<file path="src/hdl/dersig_pkg.sv">
// Shared constants, types and order ROMs for the DER ECDSA signature checker.
// No dependencies; used by dersig_cmp, dersig_parse and the top level.
package dersig_pkg;

   localparam int MAX_SIG_BYTES = 72;
   localparam int MIN_SIG_BYTES = 8;
   localparam int MAX_PART_LEN  = 33;
   localparam int CNT_W         = $clog2(MAX_SIG_BYTES + 2);
   localparam int LEN_W         = 6;
   localparam int IDX_W         = $clog2(MAX_PART_LEN);

   localparam logic [7:0] TAG_SEQ = 8'h30;
   localparam logic [7:0] TAG_INT = 8'h02;

   typedef enum logic [1:0] {
      CMP_EQ = 2'd0,
      CMP_LT = 2'd1,
      CMP_GT = 2'd2
   } cmp_type;

   localparam logic [1:0] STATUS_INVALID   = 2'd0;
   localparam logic [1:0] STATUS_CANONICAL = 2'd1;
   localparam logic [1:0] STATUS_LOW_S     = 2'd2;

   typedef struct packed {
      logic       en;
      logic       last;
      logic [7:0] sig_byte;
   } step_type;

   // secp256k1 order n and (n-1)/2, right-aligned in 33 bytes
   localparam logic [7:0] ORDER_ROM [MAX_PART_LEN] = '{
      8'h00,
      8'hFF, 8'hFF, 8'hFF, 8'hFF, 8'hFF, 8'hFF, 8'hFF, 8'hFF,
      8'hFF, 8'hFF, 8'hFF, 8'hFF, 8'hFF, 8'hFF, 8'hFF, 8'hFE,
      8'hBA, 8'hAE, 8'hDC, 8'hE6, 8'hAF, 8'h48, 8'hA0, 8'h3B,
      8'hBF, 8'hD2, 8'h5E, 8'h8C, 8'hD0, 8'h36, 8'h41, 8'h41
   };

   localparam logic [7:0] HALF_ROM [MAX_PART_LEN] = '{
      8'h00,
      8'h7F, 8'hFF, 8'hFF, 8'hFF, 8'hFF, 8'hFF, 8'hFF, 8'hFF,
      8'hFF, 8'hFF, 8'hFF, 8'hFF, 8'hFF, 8'hFF, 8'hFF, 8'hFF,
      8'h5D, 8'h57, 8'h6E, 8'h73, 8'h57, 8'hA4, 8'h50, 8'h1D,
      8'hDF, 8'hE9, 8'h2F, 8'h46, 8'h68, 8'h1B, 8'h20, 8'hA0
   };

   function automatic logic [7:0] rom_byte(input logic [IDX_W-1:0] idx, input logic half);
      logic [7:0] val;
      val = 8'h00;
      if (idx < IDX_W'(MAX_PART_LEN)) begin
         val = half ? HALF_ROM[idx] : ORDER_ROM[idx];
      end
      return val;
   endfunction

endpackage

</file>
<file path="src/hdl/der_ecdsa_sig_canonical_check_core.sv">
// Top level of the DER ECDSA low-S canonicality checker (secp256k1).
// Depends on dersig_pkg and dersig_parse.
//
// Usage:
//   req_* : one signature byte per word, first byte first; req_tlast marks
//           the final byte. tdata[7:0] = sig_byte.
//   rsp_* : one word per signature, issued only for the final byte.
//           tdata[1:0] = status (0 invalid, 1 canonical/high S,
//           2 fully canonical/low S), tdata[7:2] zero.
// Path: a final byte passes the input word register and then the result
//   register before its status shows on rsp_tvalid.
// Throughput: one byte per cycle while no final byte is held by a result stall;
//   the parse and all three byte-serial order compares update combinationally between the two registers.
// Stall: while a result waits on rsp_tready, non-final bytes keep flowing;
//   only a following final byte holds in the input register, and req_tready
//   drops once that register cannot drain.
// Reset: synchronous, active high; clears the valid bits of both registers and all parse
//   state, so the next byte is taken as the first byte of a signature.
module der_ecdsa_sig_canonical_check_core (
   input  logic       clock,
   input  logic       reset,
   input  logic       req_tvalid,
   output logic       req_tready,
   input  logic [7:0] req_tdata,   // [7:0] sig_byte
   input  logic       req_tlast,
   output logic       rsp_tvalid,
   input  logic       rsp_tready,
   output logic [7:0] rsp_tdata    // [1:0] status, [7:2] zero
);
   import dersig_pkg::*;

   logic       in_valid_ff;
   logic [7:0] in_byte_ff;
   logic       in_last_ff;
   logic       rsp_valid_ff;
   logic [1:0] rsp_status_ff;
   logic       out_free;
   logic       adv;
   logic [1:0] status;
   step_type   step;

   assign out_free   = !rsp_valid_ff || rsp_tready;
   assign adv        = in_valid_ff && (!in_last_ff || out_free);
   assign req_tready = !in_valid_ff || adv;

   assign step.en       = adv;
   assign step.last     = in_last_ff;
   assign step.sig_byte = in_byte_ff;

   dersig_parse u_parse (
      .clock  (clock),
      .reset  (reset),
      .step   (step),
      .status (status)
   );

   always_ff @(posedge clock) begin
      if (reset) begin
         in_valid_ff  <= 1'b0;
         rsp_valid_ff <= 1'b0;
      end else begin
         if (req_tready) in_valid_ff <= req_tvalid;
         if (out_free) rsp_valid_ff <= adv && in_last_ff;
      end
   end

   always_ff @(posedge clock) begin
      if (req_tvalid && req_tready) begin
         in_byte_ff <= req_tdata;
         in_last_ff <= req_tlast;
      end
      if (adv && in_last_ff) begin
         rsp_status_ff <= status;
      end
   end

   assign rsp_tvalid = rsp_valid_ff;
   assign rsp_tdata  = {6'b0, rsp_status_ff};

   a_rsp_from_last: assert property (@(posedge clock) disable iff (reset)
      $rose(rsp_valid_ff) |-> $past(adv && in_last_ff))
      else $error("result raised without a final word");

   a_hold_input: assert property (@(posedge clock) disable iff (reset)
      in_valid_ff && !adv |=> in_valid_ff && $stable(in_byte_ff) && $stable(in_last_ff))
      else $error("held input word lost");

   a_status_code: assert property (@(posedge clock) disable iff (reset)
      rsp_valid_ff |-> (rsp_status_ff == STATUS_INVALID ||
                        rsp_status_ff == STATUS_CANONICAL ||
                        rsp_status_ff == STATUS_LOW_S))
      else $error("undefined status code");

endmodule

</file>
<file path="src/hdl/dersig_cmp.sv">
// One byte step of a right-aligned magnitude compare against n or (n-1)/2.
// Depends on dersig_pkg (ROMs, compare codes).
module dersig_cmp (
   input  logic                        use_half,
   input  dersig_pkg::cmp_type         st,
   input  logic [dersig_pkg::LEN_W-1:0] part_len,
   input  logic [dersig_pkg::LEN_W-1:0] part_pos,
   input  logic [7:0]                  sig_byte,
   output dersig_pkg::cmp_type         st_next
);
   import dersig_pkg::*;

   logic [IDX_W-1:0] idx;
   logic [7:0]       rom_val;
   cmp_type          st_base;

   assign idx     = IDX_W'(MAX_PART_LEN) - IDX_W'(part_len) + IDX_W'(part_pos);
   assign rom_val = rom_byte(idx, use_half);

   always_comb begin
      st_base = st;
      // shorter values skip leading ROM bytes, which are nonzero
      if (part_pos == '0) begin
         st_base = (part_len <= LEN_W'(MAX_PART_LEN - 2)) ? CMP_LT : CMP_EQ;
      end
      st_next = st_base;
      if (st_base == CMP_EQ && idx < IDX_W'(MAX_PART_LEN)) begin
         if (sig_byte < rom_val) begin
            st_next = CMP_LT;
         end else if (sig_byte > rom_val) begin
            st_next = CMP_GT;
         end
      end
   end

endmodule

</file>
<file path="src/hdl/dersig_parse.sv">
// DER parse state, length/sign rules and order compares; one word per step.
// Depends on dersig_pkg and dersig_cmp.
module dersig_parse (
   input  logic                 clock,
   input  logic                 reset,
   input  dersig_pkg::step_type step,
   output logic [1:0]           status
);
   import dersig_pkg::*;

   typedef enum logic [2:0] {
      PH_SEQ_TAG = 3'd0,
      PH_SEQ_LEN = 3'd1,
      PH_R_TAG   = 3'd2,
      PH_R_LEN   = 3'd3,
      PH_R_BODY  = 3'd4,
      PH_S_TAG   = 3'd5,
      PH_S_LEN   = 3'd6,
      PH_S_BODY  = 3'd7
   } phase_type;

   logic [CNT_W-1:0] cnt_ff, cnt_in;
   phase_type        phase_ff, phase_in;
   logic [7:0]       decl_ff, decl_in;
   logic [LEN_W-1:0] len_ff, len_in;
   logic [LEN_W-1:0] pos_ff, pos_in;
   logic             lz_ff, lz_in;
   logic             inv_ff, inv_in;
   cmp_type          r_ff, r_in, s_ff, s_in, sh_ff, sh_in;
   cmp_type          r_step, s_step, sh_step;
   logic [7:0]       b;
   logic             body_bad;
   logic             lz_set;
   logic             sig_ok;

   assign b = step.sig_byte;

   dersig_cmp u_cmp_r (
      .use_half (1'b0),
      .st       (r_ff),
      .part_len (len_ff),
      .part_pos (pos_ff),
      .sig_byte (b),
      .st_next  (r_step)
   );

   dersig_cmp u_cmp_s (
      .use_half (1'b0),
      .st       (s_ff),
      .part_len (len_ff),
      .part_pos (pos_ff),
      .sig_byte (b),
      .st_next  (s_step)
   );

   dersig_cmp u_cmp_sh (
      .use_half (1'b1),
      .st       (sh_ff),
      .part_len (len_ff),
      .part_pos (pos_ff),
      .sig_byte (b),
      .st_next  (sh_step)
   );

   // negative value, lone zero, or redundant leading zero
   assign body_bad = ((pos_ff == '0) && (b[7] || (b == 8'h00 && len_ff == LEN_W'(1)))) ||
                     ((pos_ff == LEN_W'(1)) && lz_ff && !b[7]);
   assign lz_set   = (pos_ff == '0) && (b == 8'h00);

   always_comb begin
      cnt_in   = cnt_ff;
      phase_in = phase_ff;
      decl_in  = decl_ff;
      len_in   = len_ff;
      pos_in   = pos_ff;
      lz_in    = lz_ff;
      inv_in   = inv_ff;
      r_in     = r_ff;
      s_in     = s_ff;
      sh_in    = sh_ff;
      if (cnt_ff <= CNT_W'(MAX_SIG_BYTES)) begin
         cnt_in = cnt_ff + CNT_W'(1);
      end
      if (cnt_in > CNT_W'(MAX_SIG_BYTES)) begin
         inv_in = 1'b1;
      end
      if (!inv_in) begin
         case (phase_ff)
            PH_SEQ_TAG: begin
               if (b != TAG_SEQ) inv_in = 1'b1;
               phase_in = PH_SEQ_LEN;
            end
            PH_SEQ_LEN: begin
               decl_in  = b;
               phase_in = PH_R_TAG;
            end
            PH_R_TAG, PH_S_TAG: begin
               if (b != TAG_INT) inv_in = 1'b1;
               phase_in = (phase_ff == PH_R_TAG) ? PH_R_LEN : PH_S_LEN;
            end
            PH_R_LEN, PH_S_LEN: begin
               if (b == 8'h00 || b > 8'(MAX_PART_LEN)) inv_in = 1'b1;
               len_in   = b[LEN_W-1:0];
               pos_in   = '0;
               lz_in    = 1'b0;
               phase_in = (phase_ff == PH_R_LEN) ? PH_R_BODY : PH_S_BODY;
            end
            PH_R_BODY: begin
               if (body_bad) inv_in = 1'b1;
               if (lz_set) lz_in = 1'b1;
               r_in   = r_step;
               pos_in = pos_ff + LEN_W'(1);
               if (pos_in >= len_ff) phase_in = PH_S_TAG;
            end
            PH_S_BODY: begin
               if (pos_ff >= len_ff) begin
                  inv_in = 1'b1;
               end else begin
                  if (body_bad) inv_in = 1'b1;
                  if (lz_set) lz_in = 1'b1;
                  s_in   = s_step;
                  sh_in  = sh_step;
                  pos_in = pos_ff + LEN_W'(1);
               end
            end
            default: begin
               inv_in = 1'b1;
            end
         endcase
      end
   end

   assign sig_ok = !inv_in &&
                   (cnt_in >= CNT_W'(MIN_SIG_BYTES)) &&
                   ({1'b0, decl_in} + 9'd2 == 9'(cnt_in)) &&
                   (phase_in == PH_S_BODY) && (pos_in == len_in) &&
                   (r_in == CMP_LT) && (s_in == CMP_LT);

   always_comb begin
      status = STATUS_INVALID;
      if (sig_ok) begin
         status = (sh_in == CMP_GT) ? STATUS_CANONICAL : STATUS_LOW_S;
      end
   end

   always_ff @(posedge clock) begin
      if (reset || (step.en && step.last)) begin
         cnt_ff   <= '0;
         phase_ff <= PH_SEQ_TAG;
         decl_ff  <= '0;
         len_ff   <= '0;
         pos_ff   <= '0;
         lz_ff    <= 1'b0;
         inv_ff   <= 1'b0;
         r_ff     <= CMP_EQ;
         s_ff     <= CMP_EQ;
         sh_ff    <= CMP_EQ;
      end else if (step.en) begin
         cnt_ff   <= cnt_in;
         phase_ff <= phase_in;
         decl_ff  <= decl_in;
         len_ff   <= len_in;
         pos_ff   <= pos_in;
         lz_ff    <= lz_in;
         inv_ff   <= inv_in;
         r_ff     <= r_in;
         s_ff     <= s_in;
         sh_ff    <= sh_in;
      end
   end

   a_cnt_bound: assert property (@(posedge clock) disable iff (reset)
      cnt_ff <= CNT_W'(MAX_SIG_BYTES + 1))
      else $error("byte count past saturation");

   a_clear_after_last: assert property (@(posedge clock) disable iff (reset)
      step.en && step.last |=> cnt_ff == '0 && phase_ff == PH_SEQ_TAG && !inv_ff)
      else $error("parse state not cleared after last word");

endmodule

</file>
<file path="config.mk">
export PLATFORM = sky130hd
export DESIGN_NAME = der_ecdsa_sig_canonical_check_core
export DESIGN_NICKNAME = d
export VERILOG_FILES = /design/src/hdl/dersig_pkg.sv /design/src/hdl/der_ecdsa_sig_canonical_check_core.sv /design/src/hdl/dersig_cmp.sv /design/src/hdl/dersig_parse.sv
export SDC_FILE = /design/constraint.sdc
export NUM_CORES = 1
export LEC_CHECK = 0
export ABC_AREA = 1
export CORE_ASPECT_RATIO = 0.8
export CORE_MARGIN = 1.5
export CORE_UTILIZATION = 68
export CTS_BUF_LIST = sky130_fd_sc_hd__clkbuf_4 sky130_fd_sc_hd__clkbuf_8
export CTS_CLUSTER_DIAMETER = 50
export DETAILED_ROUTE_END_ITERATION = 12
export DONT_BUFFER_PORTS = 1
export GPL_TIMING_DRIVEN = 0
export PLACE_DENSITY_LB_ADDON = 0.1
export SYNTH_ARGS = -nofsm -noshare
export SYNTH_HDL_FRONTEND = slang
export SYNTH_HIERARCHICAL = 1
export SYNTH_SLANG_ARGS = --single-unit
export TNS_END_PERCENT = 10
</file>
<file path="constraint.sdc">
create_clock -name clock -period 4.9 [get_ports clock]
set_input_delay 1.47 -clock clock [delete_from_list [all_inputs] [get_ports clock]]
set_output_delay 1.47 -clock clock [all_outputs]
set_load 0.1 [all_outputs]
</file>
==> flow_metrics.py, run 1 <==
metrics = {
    "route": {
        "drtPass1Iterations": 6,
        "avgRoutedWirePerCell_um": 14.4,
        "route.detailed.drc": 0,
        "finalWirelength_um": 21900,
        "ant_nets": 0,
        "viasPerCell": 5.73,
        "first_iter_violations": 1057,
        "num_vias": 8699,
    },
    "worst_setup_path": {
        "critPathTopFamily": "simple AND/OR/NAND/NOR gates",
        "arrival_ns": 4.83,
        "max_stage_delay_ns": 0.70,
        "path_common_cell": "nand2_1",
        "crit_type": "register to register",
        "worstPathRequired_ns": 5.08,
        "path_max_fanout": 7,
        "slowest_stage": "fa_2",
        "crit_buf_inv": 4,
        "cp-end-kind": "register",
        "crit_path_start_kind": "register",
    },
    "finish": {
        "mostFrequentLayoutCells": "436 x nand2_1, 188 x inv_1, 128 x nand3_1",
        "fill_cells": 954,
        "final_common_cell": "nand2_1",
        "final_cell_area_um2": 8470,
        "finalNetCount": 1483,
        "area.growth.synth_to_final_pct": 7.29,
        "layout-drive-gt1-share": 0.130,
        "n_antenna_cell": 0,
    },
    "grt": {
        "grt_pass1_vias": 7509,
        "grt_max_degree": 17,
        "grt_pass1_wl_um": 34500,
        "grtUsageTotal": 0.349,
        "antenna_found_initial": 0,
        "overflow": 0,
    },
    "logic_synthesis": {
        "avgSynthCellArea_um2": 5.87,
        "synth_seq_cells": 51,
        "synth_edf_count": 11,
        "synth_ff_type": "dfxtp_1",
        "syn_area_um2": 7900,
        "synth_cell_types": 44,
        "yosysSeqAreaShare": 0.143,
        "synthArstFlopShare": 0,
        "synth_cells": 1346,
        "yosysWarningCount": 6,
    },
    "sta": {
        "fin_skew_ns": 0.00493,
        "setup_viol": 0,
        "worst_slew_margin_rel": 0.349,
        "fmax_mhz": 215,
        "period_share": 0.948,
        "min_period_ns": 4.65,
        "hold_viol": 0,
        "tns_ns": 0,
        "drv_slew": 0,
        "worstMarginPinSlew_ns": 0.975,
    },
    "power_and_ir_drop": {
        "p_leak_uw": 0.00465,
        "power_uw": 2390,
        "ir_drop_uv": 205,
        "power_density_nw_per_um2": 282,
    },
    "floorplan": {
        "design.die.area_um2": 12300,
        "core_um2": 11100,
        "num_io_pins": 23,
        "die_y_um": 99.4,
        "fp.dieW_um": 123,
        "start_util": 0.711,
        "std_cell_rows": 34,
    },
    "placed_design": {
        "routabilityCongestion": 0.940,
        "dp_hpwl_um": 16300,
        "place_area_um2": 8100,
        "numPortBuffers": 0,
    },
    "worst_hold_path": {
        "hold_path.class": "register to register",
    },
    "cts": {
        "root_buffer": "clkbuf_8",
        "clk_transition_reported_paths_ns": 0.10,
        "cts.path.max_buffers": 2,
        "clkLatencyLatePin_ns": 0.31,
        "cts_tree": "built",
        "htreeDepth": 2,
        "cts_buffers": 5,
        "clock-sinks": 51,
    },
    "run": {
        "maxCapViolCount": 0,
    },
    "run_status": {
        "status": "finished clean",
    },
}
==> final cells by class <==
class / instances / area, um2 / share of cell area
clock buffer: 5 / 68.8 / 0.00812
sequential: 51 / 1140 / 0.135
tap: 144 / 180 / 0.0213
buffer: 39 / 246 / 0.0291
timing repair buffer: 14 / 97.6 / 0.0115
clock inverter: 3 / 43.8 / 0.00517
inverter: 209 / 792 / 0.0935
multi-input combinational: 1053 / 5900 / 0.697
==> path summary, 6_finish.rpt <==
check,slack [ns],cells past startpoint,endpoint,from
max,0.25,35,rsp_status_ff[1]$_DFFE_PP_,u_parse/pos_ff[1]$_SDFFE_PP0P_
min,0.54,2,u_parse/decl_ff[3]$_SDFFE_PP0P_,u_parse/decl_ff[3]$_SDFFE_PP0P_
max reg2reg,0.25,35,rsp_status_ff[1]$_DFFE_PP_,u_parse/pos_ff[1]$_SDFFE_PP0P_
min reg2reg,0.54,2,u_parse/decl_ff[3]$_SDFFE_PP0P_,u_parse/decl_ff[3]$_SDFFE_PP0P_
==> stage by stage <==
step                      cells  setup slack, ns   util  hold WS, ns
after floorplan            1352            0.835      -        0.490
after global placement     1496          0.00270  0.729        0.508
after detailed placement   1496          -0.0302  0.729        0.521
after CTS                  1504           0.0677  0.740        0.541
after global routing       1518           -0.133  0.763        0.566
final                      1518            0.253  0.763        0.538
==> layer usage <==
layer  global-route usage  part of all wire
met2                0.539              0.42
met3               0.0734              0.11
met1                0.500              0.44
met4               0.0760             0.024
met5                    0                 0
==> power breakdown <==
part | switching, uW | total (uW) | internal (uW)
clock network | 152 | 304 | 152
logic | 1000 | 1570 | 568
registers | 54.3 | 509 | 454
==> sequential cells by signal (all words and copies together), names as in the netlist <==
register,count
u_parse/r_ff,2
in_last_ff,1
u_parse/phase_ff,3
u_parse/s_ff,2
u_parse/cnt_ff,7
u_parse/pos_ff,6
u_parse/lz_ff,1
rsp_tvalid,1
rsp_status_ff,2
u_parse/len_ff,6
u_parse/sh_ff,2
in_valid_ff,1
in_byte_ff,8
u_parse/decl_ff,8
u_parse/inv_ff,1
==> cells in the mapped netlist (2+ instances only) <==
cell type    n  area, um2
inv_2       17       63.8
nand3_1    135        676
o21ai_2      5       43.8
a21oi_1     61        305
buf_2       10       50.1
nor2_1      84        315
mux2i_1      2       20.0
nand2_1    443       1660
buf_4        7       52.6
edfxtp_1    11        330
nand4_1     26        163
inv_1      190        713
nand2_4     14        158
buf_8        3       45.0
or2_2        3       18.8
xor2_1       2       17.5
nand2_2     29        181
ha_1        94       1180
o21a_1       6       45.0
o21ai_1     13       65.1
dfxtp_1     40        801
nand3_4      3       52.6
fa_1         3       60.1
nand3_2     16        160
nand3b_1     2       15.0
nor2_4       2       22.5
buf_6        2       22.5
conb_1       3       11.3
a21oi_2      4       35.0
o21ai_0     78        390
o211ai_1     8       60.1
nor2_2       3       18.8
buf_1        2       7.51
clkbuf_1    15       56.3
==> timing repair <==
action / CTS / global route
gates cloned: 0 / 2
hold endpoints to repair: 0 / 0
buffers inserted: 0 / 12
setup endpoints to repair: 2 / 2
pin swaps: 0 / 26
resized for setup: 1 / 50
hold buffers: 0 / 0
==> worst min-delay path: stages, from the launching register on <==
cell and delay, ns:
dfxtp_1 0.32, o21ai_0 0.13, a21oi_1 0.05
==> cells by family after synthesis <==
kind of cell,after synthesis,share of synthesized area
compound gates,177,0.121
other cells,3,0.00143
buf+inv,248,0.129
fa+ha+maj,97,0.157
xor+xnor,3,0.00333
mux,2,0.00254
flops,51,0.143
simple gates,765,0.442
(Power assumes the default switching activity.)
==> run 2, diff against run 1 <==
--- a/config.mk
+++ b/config.mk
@@ -15,6 +15,7 @@
 export DONT_BUFFER_PORTS = 1
 export GPL_TIMING_DRIVEN = 0
 export PLACE_DENSITY_LB_ADDON = 0.1
+export RECOVER_POWER = 100
 export SYNTH_ARGS = -nofsm -noshare
 export SYNTH_HDL_FRONTEND = slang
 export SYNTH_HIERARCHICAL = 1
==> flow_metrics.py, run 2 (synthesis results as in run 1) <==
metrics = {
    "run": {
        "maxCapViolCount": 0,
    },
    "power_and_ir_drop": {
        "power_density_nw_per_um2": 282,
        "pwr-share-seq": 0.213,
        "internal-power_uw": 1170,
        "p_leak_uw": 0.00465,
        "combPwrFrac": 0.658,
        "p_sw_uw": 1210,
        "ir_drop_uv": 205,
        "switching_share": 0.508,
        "clkPwrFrac": 0.128,
        "power_uw": 2390,
    },
    "worst_hold_path": {
        "min_path_cells": 2,
        "hold_path.class": "register to register",
        "hp-start": "u_parse/decl_ff[3]$_SDFFE_PP0P_",
        "hold_end": "u_parse/decl_ff[3]$_SDFFE_PP0P_",
    },
    "worst_setup_path": {
        "cp-end-kind": "register",
        "r2r_slack_ns": 0.23,
        "path_max_fanout": 7,
        "crit_type": "register to register",
        "reg2regPathDepth": 35,
        "worstPathRequired_ns": 5.09,
        "max_stage_delay_ns": 0.70,
        "slowest_stage": "fa_2",
        "crit_path_start_kind": "register",
        "path_common_cell": "nand2_1",
        "r2r-start": "u_parse/pos_ff[1]$_SDFFE_PP0P_",
        "arrival_ns": 4.85,
        "reg2reg_to": "rsp_status_ff[1]$_DFFE_PP_",
    },
    "floorplan": {
        "core_um2": 11100,
        "num_io_pins": 23,
        "std_cell_rows": 34,
        "fp.dieW_um": 123,
        "die_y_um": 99.4,
        "design.die.area_um2": 12300,
        "start_util": 0.711,
    },
    "cts": {
        "cts_tree": "built",
        "clkLatencyLatePin_ns": 0.32,
        "cts.path.max_buffers": 2,
        "cts_buffers": 5,
        "root_buffer": "clkbuf_8",
        "clock-sinks": 51,
        "clk_transition_reported_paths_ns": 0.10,
        "htreeDepth": 2,
    },
    "sta": {
        "min_period_ns": 4.67,
        "worst_slew_margin_rel": 0.349,
        "fmax_mhz": 214,
        "tns_ns": 0,
        "worstMarginPinSlew_ns": 0.975,
        "period_share": 0.953,
        "hold_viol": 0,
        "fin_skew_ns": 0.00586,
        "drv_slew": 0,
        "whs_ns": 0.540,
        "setup_viol": 0,
    },
    "route": {
        "num_vias": 8716,
        "drtPass1Iterations": 5,
        "avgRoutedWirePerCell_um": 14.5,
        "ant_nets": 0,
        "viasPerCell": 5.74,
        "finalWirelength_um": 22000,
        "route.detailed.drc": 0,
        "first_iter_violations": 1064,
    },
    "finish": {
        "instances_no_fill": 1518,
        "mostFrequentLayoutCells": "437 x nand2_1, 188 x inv_1, 128 x nand3_1",
        "layout-drive-gt1-share": 0.128,
        "area.growth.synth_to_final_pct": 7.15,
        "n_antenna_cell": 0,
        "finalNetCount": 1483,
        "reg.largest.list": "in_byte_ff (8), u_parse/decl_ff (8), u_parse/cnt_ff (7)",
        "final_common_cell": "nand2_1",
        "final_cell_area_um2": 8460,
    },
    "run_status": {
        "status": "finished clean",
    },
    "placed_design": {
        "numPortBuffers": 0,
        "place_area_um2": 8100,
        "dp_hpwl_um": 16300,
        "dp_cells": 1496,
        "routabilityCongestion": 0.940,
    },
    "grt": {
        "grt_pass1_wl_um": 34500,
        "grtUsageTotal": 0.349,
        "grt_pass1_vias": 7509,
        "overflow": 0,
        "antenna_found_initial": 0,
        "grt_max_degree": 17,
    },
}
==> run 2: cell types whose count changed in the layout (fill, tap and decap cells not counted) <==
cell	delta
o21ai_0	+1
o21ai_1	-1
nor2_4	-1
nor2_1	+1
buf_1	-1
nand2_1	+1
clkbuf_1	+2
buf_2	-1
nand2_2	-1
==> run 2: worst max-delay path by stage <==
stage               cells after the start                      startpoint                          to
floorplan                              33  u_parse/pos_ff[1]$_SDFFE_PP0P_  rsp_status_ff[0]$_DFFE_PP_
global placement                       32  u_parse/pos_ff[1]$_SDFFE_PP0P_  rsp_status_ff[1]$_DFFE_PP_
detailed placement                     32  u_parse/pos_ff[1]$_SDFFE_PP0P_  rsp_status_ff[1]$_DFFE_PP_
CTS                                    30  u_parse/pos_ff[0]$_SDFFE_PP0P_  rsp_status_ff[1]$_DFFE_PP_
global route                           35  u_parse/pos_ff[1]$_SDFFE_PP0P_  rsp_status_ff[1]$_DFFE_PP_
finish                                 35  u_parse/pos_ff[1]$_SDFFE_PP0P_  rsp_status_ff[1]$_DFFE_PP_
==> run 2: metrics by stage <==
stage	setup slack, ns	utilization
6_report	0.232	0.762
4_1_cts	0.0677	0.740
3_5_place_dp	-0.0302	0.729
2_1_floorplan	0.835	-
3_3_place_gp	0.00270	0.729
5_1_grt	-0.133	0.762
==> run 2: power groups by stage <==
stage / clock network [uW] / registers [uW] / logic [uW]
4_1_cts: 307 / 506 / 1430
2_1_floorplan: 0 / 493 / 1180
6_report: 307 / 509 / 1570
3_5_place_dp: 0 / 516 / 1420
5_1_grt: 326 / 510 / 1770
3_3_place_gp: 0 / 515 / 1390
==> run 2: cell type report <==
class	instances	area, um2
flip-flops and latches	51	1140
inverters	209	792
fillers	958	2640
repair buffers	14	97.6
multi-input cells	1053	5890
clock buffers	5	68.8
clock inverters	3	43.8
well taps	144	180
plain buffers	39	245
==> run 2: timing repair <==
action,4_1_cts,5_1_grt
setup buffers,0,12
resized for setup,1,50
hold buffers,0,0
endpoints found under the setup margin,2,2
pin swaps,0,26
gates cloned,0,2
==> run 2: worst max-delay path, delay by kind of cell (launching register included) <==
kind            cells  cell delay (ns)
compound gates      3             0.31
flops               1             0.43
simple gates       24             2.03
buf+inv             4             0.30
fa+ha+maj           4             1.45
==> run 2: per-layer routing <==
layer / vias up / track usage / share of wire
met5: - / 0 / 0
met4: 0 / 0.0760 / 0.024
met3: 59 / 0.0734 / 0.12
met2: 469 / 0.539 / 0.42
met1: 3840 / 0.500 / 0.44
li1: 4348 / - / -
